### config.mk
export PLATFORM = sky130hd
export DESIGN_NAME = airborne_memory_ground_filter_unit
export DESIGN_NICKNAME = d
export VERILOG_FILES = /design/src/design/amgf_pkg.sv /design/src/design/amgf_slot_mem.sv /design/src/design/airborne_memory_ground_filter_unit.sv
export SDC_FILE = /design/constraint.sdc
export NUM_CORES = 2
export LEC_CHECK = 0
export BUFFER_PORTS_ARGS = -buffer_cell sky130_fd_sc_hd__buf_2
export CORE_MARGIN = 5
export CORE_UTILIZATION = 40
export CTS_CLUSTER_SIZE = 12
export DETAILED_ROUTE_END_ITERATION = 16
export GPL_TIMING_DRIVEN = 0
export PLACE_DENSITY = 0.56
export SLEW_MARGIN = 30
export SYNTH_ARGS = -nofsm -noshare
export SYNTH_HDL_FRONTEND = slang
export SYNTH_SLANG_ARGS = --single-unit
export TNS_END_PERCENT = 50
### constraint.sdc
create_clock -name clk -period 10.59 [get_ports clk]
set_input_delay 0.5295 -clock clk [delete_from_list [all_inputs] [get_ports clk]]
set_output_delay 0.5295 -clock clk [all_outputs]
set_load 0.02 [all_outputs]
### src/design/amgf_pkg.sv
// ----------------------------------------------------------------------------
// amgf_pkg: shared types and helpers for the airborne ground filter.
// Holds the slot record, altitude class codes and identifier normalization.
// ----------------------------------------------------------------------------
package amgf_pkg;

  // Default sizing of the slot table and identifier.
  localparam int unsigned SLOTS_DEFAULT    = 16;
  localparam int unsigned ID_CHARS_DEFAULT = 8;

  // Field widths fixed by the report format.
  localparam int unsigned TIME_W   = 32;
  localparam int unsigned ID_W     = 64;
  localparam int unsigned KIND_W   = 2;
  localparam int unsigned ALT_W    = 18;
  localparam logic [TIME_W-1:0] WINDOW_RESET = 32'd600;

  // Altitude class codes.
  localparam logic [KIND_W-1:0] KIND_NUMERIC   = 2'd0;
  localparam logic [KIND_W-1:0] KIND_ON_GROUND = 2'd1;

  // One slot of the table: identifier and last airborne time.
  typedef struct packed {
    logic [ID_W-1:0]   ident;
    logic [TIME_W-1:0] seen;
  } slot_t;

  // Keeps the top n_chars characters, up to the first zero character.
  function automatic logic [ID_W-1:0] canon_id(input logic [ID_W-1:0] id,
                                               input int unsigned n_chars);
    logic [ID_W-1:0] res;
    logic            stop;
    logic [7:0]      ch;
    res  = '0;
    stop = 1'b0;
    for (int k = 0; k < 8; k++) begin
      ch = id[56-8*k +: 8];
      if (!stop && (k < n_chars) && (ch != 8'd0)) begin
        res[56-8*k +: 8] = ch;
      end else begin
        stop = 1'b1;
      end
    end
    return res;
  endfunction

endpackage

### src/design/amgf_slot_mem.sv
// ----------------------------------------------------------------------------
// amgf_slot_mem: slot table storage.
// Single write port, registered read port; per-slot valid bits make a slot
// that was never written read with a seen time of zero.
// ----------------------------------------------------------------------------
module amgf_slot_mem
  import amgf_pkg::*;
#(
  parameter int unsigned SLOTS = SLOTS_DEFAULT,
  parameter int unsigned IDX_W = 4
) (
  input  logic             clk,
  input  logic             rst_n,
  input  logic             rd_en,
  input  logic [IDX_W-1:0] rd_addr,
  output slot_t            rd_data,
  input  logic             wr_en,
  input  logic [IDX_W-1:0] wr_addr,
  input  slot_t            wr_data
);

  slot_t            mem [SLOTS];
  logic [SLOTS-1:0] valid_r;
  slot_t            rd_q_r;
  logic             rd_vld_q_r;

  // Storage write and registered read.
  always_ff @(posedge clk) begin
    if (wr_en) begin
      mem[wr_addr] <= wr_data;
    end
    if (rd_en) begin
      rd_q_r <= mem[rd_addr];
    end
  end

  // Valid bits are cleared at reset and set on every write.
  always_ff @(posedge clk) begin
    if (!rst_n) begin
      valid_r    <= '0;
      rd_vld_q_r <= 1'b0;
    end else begin
      if (wr_en) begin
        valid_r[wr_addr] <= 1'b1;
      end
      if (rd_en) begin
        rd_vld_q_r <= valid_r[rd_addr];
      end
    end
  end

  // A slot never written reads as free.
  always_comb begin
    rd_data       = rd_q_r;
    rd_data.seen  = rd_vld_q_r ? rd_q_r.seen : '0;
  end

endmodule

### src/design/airborne_memory_ground_filter_unit.sv
// ----------------------------------------------------------------------------
// airborne_memory_ground_filter_unit: ground report filter with slot table.
// Remembers aircraft recently seen airborne and drops ground reports of
// aircraft that were not.
// ----------------------------------------------------------------------------
// Usage:
//   Input transactions (in_valid/in_ready) carry one report: time, packed
//   identifier, altitude class and altitude. Each report yields one output
//   transaction (out_valid/out_ready) with out_keep.
//   cfg_we writes cfg_wdata into the window register; write only while idle.
// Sequence:
//   After acceptance the unit reads all SLOTS table entries, one per cycle
//   from the single read port, then evaluates the last entry and writes
//   back. The result is registered in the finish step together with the
//   write-back, and a new report is taken only once the unit is idle again.
// Reset:
//   rst_n (synchronous, active low) marks every slot free and sets the
//   window to 600 seconds.
// Stall:
//   A held result stays in the output register; the write-back and the next
//   result wait until the receiver takes it.
// ----------------------------------------------------------------------------
module airborne_memory_ground_filter_unit
  import amgf_pkg::*;
#(
  parameter int unsigned SLOTS    = SLOTS_DEFAULT,
  parameter int unsigned ID_CHARS = ID_CHARS_DEFAULT
) (
  input  logic                    clk,
  input  logic                    rst_n,
  input  logic                    in_valid,
  output logic                    in_ready,
  input  logic [TIME_W-1:0]       in_now_s,
  input  logic [ID_W-1:0]         in_aircraft_id,
  input  logic [KIND_W-1:0]       in_alt_kind,
  input  logic signed [ALT_W-1:0] in_altitude_ft,
  output logic                    out_valid,
  input  logic                    out_ready,
  output logic                    out_keep,
  input  logic                    cfg_we,
  input  logic [TIME_W-1:0]       cfg_wdata
);

  localparam int unsigned IDX_W = (SLOTS > 1) ? $clog2(SLOTS) : 1;
  localparam logic [IDX_W-1:0] LAST_IDX = IDX_W'(SLOTS - 1);

  typedef enum logic [3:0] {
    ST_IDLE = 4'b0001,
    ST_SCAN = 4'b0010,
    ST_WAIT = 4'b0100,
    ST_FIN  = 4'b1000
  } state_t;

  state_t            state_r, state_nxt;
  logic [IDX_W-1:0]  cnt_r, cnt_nxt;
  logic [TIME_W-1:0] window_r;

  // Latched report.
  logic [TIME_W-1:0] now_r;
  logic [ID_W-1:0]   id_r;
  logic [KIND_W-1:0] kind_r;
  logic              neg_r;

  // Scan results.
  logic              eval_vld_r;
  logic [IDX_W-1:0]  eval_idx_r;
  logic              match_found_r, match_found_nxt;
  logic [IDX_W-1:0]  match_idx_r, match_idx_nxt;
  logic [TIME_W-1:0] match_time_r, match_time_nxt;
  logic              free_found_r, free_found_nxt;
  logic [IDX_W-1:0]  free_idx_r, free_idx_nxt;
  logic [IDX_W-1:0]  min_idx_r, min_idx_nxt;
  logic [TIME_W-1:0] min_time_r, min_time_nxt;

  logic              out_valid_r, out_valid_nxt;
  logic              out_keep_r;

  logic              in_acc;
  logic              rd_en;
  slot_t             rd_data;
  logic              match_hit, free_hit;
  logic              fin_go, remember, ground, keep_val, mem_we;
  logic [IDX_W-1:0]  wr_idx;
  slot_t             wr_data;

  assign in_ready  = (state_r == ST_IDLE);
  assign in_acc    = in_valid && in_ready;
  assign rd_en     = (state_r == ST_SCAN);
  assign out_valid = out_valid_r;
  assign out_keep  = out_keep_r;

  // Slot table.
  amgf_slot_mem #(
    .SLOTS (SLOTS),
    .IDX_W (IDX_W)
  ) u_slot_mem (
    .clk     (clk),
    .rst_n   (rst_n),
    .rd_en   (rd_en),
    .rd_addr (cnt_r),
    .rd_data (rd_data),
    .wr_en   (mem_we),
    .wr_addr (wr_idx),
    .wr_data (wr_data)
  );

  // Window register.
  always_ff @(posedge clk) begin
    if (!rst_n) begin
      window_r <= WINDOW_RESET;
    end else if (cfg_we) begin
      window_r <= cfg_wdata;
    end
  end

  // Sequencer: scan all slots, let the last read settle, then finish.
  always_comb begin
    state_nxt = state_r;
    cnt_nxt   = cnt_r;
    unique case (state_r)
      ST_IDLE: begin
        cnt_nxt = '0;
        if (in_acc) begin
          state_nxt = ST_SCAN;
        end
      end
      ST_SCAN: begin
        cnt_nxt = cnt_r + 1'b1;
        if (cnt_r == LAST_IDX) begin
          state_nxt = ST_WAIT;
        end
      end
      ST_WAIT: begin
        state_nxt = ST_FIN;
      end
      ST_FIN: begin
        if (fin_go) begin
          state_nxt = ST_IDLE;
        end
      end
      default: begin
        state_nxt = ST_IDLE;
      end
    endcase
  end

  always_ff @(posedge clk) begin
    if (!rst_n) begin
      state_r     <= ST_IDLE;
      cnt_r       <= '0;
      eval_vld_r  <= 1'b0;
      out_valid_r <= 1'b0;
    end else begin
      state_r     <= state_nxt;
      cnt_r       <= cnt_nxt;
      eval_vld_r  <= rd_en;
      out_valid_r <= out_valid_nxt;
    end
  end

  // Capture the report with the identifier already normalized.
  always_ff @(posedge clk) begin
    if (in_acc) begin
      now_r  <= in_now_s;
      id_r   <= canon_id(in_aircraft_id, ID_CHARS);
      kind_r <= in_alt_kind;
      neg_r  <= in_altitude_ft[ALT_W-1];
    end
    eval_idx_r <= cnt_r;
  end

  // Per-entry evaluation: first match, first free or expired slot, oldest slot.
  assign match_hit = (rd_data.seen != '0) && (rd_data.ident == id_r);
  assign free_hit  = (rd_data.seen == '0) || ((now_r - rd_data.seen) > window_r);

  always_comb begin
    match_found_nxt = match_found_r;
    match_idx_nxt   = match_idx_r;
    match_time_nxt  = match_time_r;
    free_found_nxt  = free_found_r;
    free_idx_nxt    = free_idx_r;
    min_idx_nxt     = min_idx_r;
    min_time_nxt    = min_time_r;
    if (eval_vld_r) begin
      if (eval_idx_r == '0) begin
        match_found_nxt = match_hit;
        match_idx_nxt   = eval_idx_r;
        match_time_nxt  = rd_data.seen;
        free_found_nxt  = free_hit;
        free_idx_nxt    = eval_idx_r;
        min_idx_nxt     = eval_idx_r;
        min_time_nxt    = rd_data.seen;
      end else begin
        if (!match_found_r && match_hit) begin
          match_found_nxt = 1'b1;
          match_idx_nxt   = eval_idx_r;
          match_time_nxt  = rd_data.seen;
        end
        if (!free_found_r && free_hit) begin
          free_found_nxt = 1'b1;
          free_idx_nxt   = eval_idx_r;
        end
        if (rd_data.seen < min_time_r) begin
          min_idx_nxt  = eval_idx_r;
          min_time_nxt = rd_data.seen;
        end
      end
    end
  end

  always_ff @(posedge clk) begin
    match_found_r <= match_found_nxt;
    match_idx_r   <= match_idx_nxt;
    match_time_r  <= match_time_nxt;
    free_found_r  <= free_found_nxt;
    free_idx_r    <= free_idx_nxt;
    min_idx_r     <= min_idx_nxt;
    min_time_r    <= min_time_nxt;
  end

  // Decision and write-back once the output register is free.
  assign fin_go   = (state_r == ST_FIN) && (!out_valid_r || out_ready);
  assign remember = (now_r != '0) && (kind_r == KIND_NUMERIC) && !neg_r && (id_r != '0);
  assign ground   = (now_r != '0) && (kind_r == KIND_ON_GROUND);
  assign keep_val = ground ? ((id_r != '0) && match_found_r &&
                              ((now_r - match_time_r) <= window_r))
                           : 1'b1;
  assign mem_we   = fin_go && remember;

  always_comb begin
    priority if (match_found_r) begin
      wr_idx = match_idx_r;
    end else if (free_found_r) begin
      wr_idx = free_idx_r;
    end else begin
      wr_idx = min_idx_r;
    end
  end

  assign wr_data.ident = id_r;
  assign wr_data.seen  = now_r;

  // Output register.
  always_comb begin
    out_valid_nxt = out_valid_r;
    if (fin_go) begin
      out_valid_nxt = 1'b1;
    end else if (out_ready) begin
      out_valid_nxt = 1'b0;
    end
  end

  always_ff @(posedge clk) begin
    if (fin_go) begin
      out_keep_r <= keep_val;
    end
  end

`ifndef SYNTHESIS
  // The table is only written while finishing a transaction.
  a_write_in_fin: assert property (@(posedge clk) disable iff (!rst_n)
    mem_we |-> (state_r == ST_FIN))
    else $error("slot table written outside the finish step");

  // An accepted transaction always starts a scan.
  a_accept_scan: assert property (@(posedge clk) disable iff (!rst_n)
    in_acc |=> (state_r == ST_SCAN) && (cnt_r == '0))
    else $error("accepted transaction did not start a scan");

  // The scan ends on the last slot.
  a_scan_end: assert property (@(posedge clk) disable iff (!rst_n)
    (state_r == ST_SCAN && cnt_r == LAST_IDX) |=> (state_r == ST_WAIT))
    else $error("scan did not end after the last slot");

  // A result only appears from the finish step.
  a_result_src: assert property (@(posedge clk) disable iff (!rst_n)
    $rose(out_valid_r) |-> $past(state_r == ST_FIN))
    else $error("result presented without a finished scan");
`endif

endmodule
==> run metrics <==
WS Path Type reg2reg; commonest cells in the netlist edfxtp_1, mux4_2, ha_1; largest net degree at the start of global routing 45; Comb power frac 0.098; Core Area roughly 190000 sq um; clock buffer depth 3; Sink Count 1873; DRT Pass-1 Iters 6; leakage 29.19 nW; Die Width approximately 440 microns; PwrDens 188.2 nW/um^2; internal power 12.82 mW; Yosys top cell area share 0.7211; Worst setup EP type register; async set-reset flop share out of synthesis 0; Switching Share 0.2417; worst slew pin tran about 1 ns; CP delay by family, top compound AO/OA/AOI/OAI gates; utilization after layout 0.4790; Hold Crit Class in2reg; Clk pwr share 0.369; max_cap viols 0; Slew HR 0.3171; clock skew about 0.038 ns; Psw ~4.1 mW; multi-input logic area 18840 sq um; first-pass GRT wire length between 200 and 300 mm; layout cells sized above 1 0.2480; unrepaired setup endpoints after global routing false; Hold Crit Depth 2; Critical Path AT around 7.5 ns; syn_area_per_cell 20.41 sq um; Slew Viols, Final 0; DRC viols 0; HPWL after DPL ~130 mm; crit-path max cell delay about 0.60 ns; Area Growth Syn to Fin 19.24%; GR Util All Layers 0.1935; buffers plus inverters on the worst setup path 3; Fillers between 15000 and 20000; Top FF cell, synth edfxtp_1; die area 197200 sq um; EDFF count, synth roughly 1800; #FFs+latches synth between 1500 and 2000; crit share post-route 0.6576; fin nets around 4600; Synth Instances 3693; sequential power share 0.533; row count ~160; DIE HEIGHT 444.1 microns; Post-Syn Nets 4007; FF+latch area ~56000 sq um; WP data required 11.11 ns; GRT Residual Overflow 0; Synth warnings 0; vias in the first global route between 30000 and 40000; PortBufs around 140; mapped cell area 75370 sq um; R2R cell count 22; Ports 156; largest fanout on the critical path 10; H-Tree Depth 4; vias per cell approximately 5.5; crit-path cells clkbuf_1, clkbuf_1, buf_1, nand2_1, ha_1, o211ai_1, a21oi_1, o211a_1, o2111ai_1, a41o_1, a31oi_1, a31o_2, mux2i_1, o2111ai_1, ha_1, a21o_1, a21o_1, a21oi_1, o21ai_0, a211oi_1, nor2_1, o311a_1; final hold viol count 0; antenna violations before repair 4; initial core utilization 0.4018; post-synth top area cell edfxtp_1; most frequent cell after synthesis edfxtp_1; synth top area cells edfxtp_1, mux4_2, ha_1; Reg clk slew, reported paths ~0.060 ns; highest clock rate 143.6 MHz; routability cong. 0.7760; antenna viol nets, final 0; critical path launch point type register; Setup violations, final 0; final wirelength a little under 200 mm; Max VDD drop 0.1548 mV; WL per Instance ~28 microns; Num CTS Buffers around 190; outcome completed; Power Total between 15 and 20 mW; CTS tree built; CTS root buf clkbuf_16; DRT iter0 DRCs approximately 3600; vias about 38000; Yosys cell types 76; CP max-delay cell clkbuf_1; WP depth 22; post-synthesis sequential area ratio 0.7379; clk_lat worst skew 0.83 ns; Tmin final around 7.0 ns
[per-stage QoR]
step / area (sq um) / setup slack, ns / hold WS [ns] / TNS [ns] / std cells
after floorplan: 75370 / 4.561 / 0.3290 / 0 / 3693
after global placement: 79170 / -2.714 / 0.3918 / -3711.91 / 6324
after detailed placement: 83000 / 3.580 / 0.3884 / 0 / 6461
after CTS: 89850 / 3.559 / 0.02724 / 0 / 6893
after global routing: 89860 / 3.178 / 0.05203 / 0 / 6894
final: 89870 / 3.626 / 0.1027 / 0 / 6897
[power groups by stage]
stage / Clock [mW] / Combinational [mW] / Sequential, mW
after floorplan: 0 / 1.11 / 8.97
after global placement: 0 / 1.59 / 9.19
after detailed placement: 0 / 1.65 / 9.18
after CTS: 6.38 / 1.69 / 9.02
after global routing: 6.71 / 1.83 / 9.06
final: 6.24 / 1.66 / 9.01
[sequential cells by signal, indices dropped and copies added, names as in the netlist, 2 cells and up]
register / count
kind_r: 2
now_r: 32
u_slot_mem.valid_r: 16
cnt_r: 4
u_slot_mem.rd_q_r: 32
min_time_r: 32
match_time_r: 32
u_slot_mem.mem: 1536
eval_idx_r: 4
u_slot_mem.rd_data: 64
free_idx_r: 4
window_r: 32
state_r: 4
id_r: 64
match_idx_r: 4
min_idx_r: 4
[cells by family after synthesis]
| logic type | count (synthesis) | share of synthesized area |
|---|---|---|
| DFF | 1873 | 0.7379 |
| AOI/OAI and AO/OA | 292 | 0.02616 |
| adders and majority gates | 161 | 0.02693 |
| muxes | 520 | 0.1496 |
| xor gates and xnor gates | 119 | 0.01383 |
| buffers and inverters | 286 | 0.01441 |
| and+or+nand+nor | 442 | 0.03121 |
[area by class of cell]
cell class,count,share of cell area
antenna,3,0.00008354
buffer,143,0.006878
clock buffer,261,0.05737
clock inverter,52,0.005583
inverter,143,0.006028
multi-input combinational,1534,0.2096
sequential,1873,0.6188
tap,2495,0.03474
timing repair buffer,393,0.06088
[layout by cell type, fill, tap and decap left out, drive strengths merged, types with 66 or more instances in the layout]
master / count
edfxtp: 1810
mux4: 485
clkbuf: 355
buf: 323
ha: 159
inv: 147
dlygate4sd3: 119
nand2: 90
a21oi: 76
xnor2: 72
nor2: 70
and2: 66
[worst paths after layout]
kind	start	slack (ns)	to
worst max-delay path	u_slot_mem.rd_vld_q_r$_SDFFE_PN0P_	3.63	free_idx_r[2]$_DFFE_PP_
worst max register to register	u_slot_mem.rd_vld_q_r$_SDFFE_PN0P_	3.63	free_idx_r[2]$_DFFE_PP_
worst min-delay path	in_aircraft_id[47]	0.10	id_r[47]$_SDFFCE_PN0P_
worst min register to register	cnt_r[3]$_SDFFE_PN0P_	0.41	eval_idx_r[3]$_DFF_P_
[routing by layer]
metal,global-route usage,share of wire,vias up
li1,-,-,16360
met2,0.3247,0.50,1085
met5,0,0,-
met3,0.02868,0.054,248
met1,0.2683,0.43,20190
met4,0.04658,0.022,0
[worst reg2reg max path, cell delays in order (launching register included)]
cell       delay (ns)
dfxtp_1          0.38
clkbuf_1         0.51
clkbuf_1         0.60
buf_1            0.51
nand2_1          0.19
ha_1             0.41
o211ai_1         0.11
a21oi_1          0.28
o211a_1          0.27
o2111ai_1        0.24
a41o_1           0.36
a31oi_1          0.34
a31o_2           0.27
mux2i_1          0.20
o2111ai_1        0.16
ha_1             0.32
a21o_1           0.16
a21o_1           0.16
a21oi_1          0.20
o21ai_0          0.23
a211oi_1         0.23
nor2_1           0.15
o311a_1          0.41
[what timing repair did]
action                                  in CTS  in global routing
hold buffers                               119                  0
buffers inserted                             0                  0
hold endpoints to repair                   119                  0
endpoints found under the setup margin       0                  0
resized for setup                            0                  0
(Power assumes the default switching activity.)
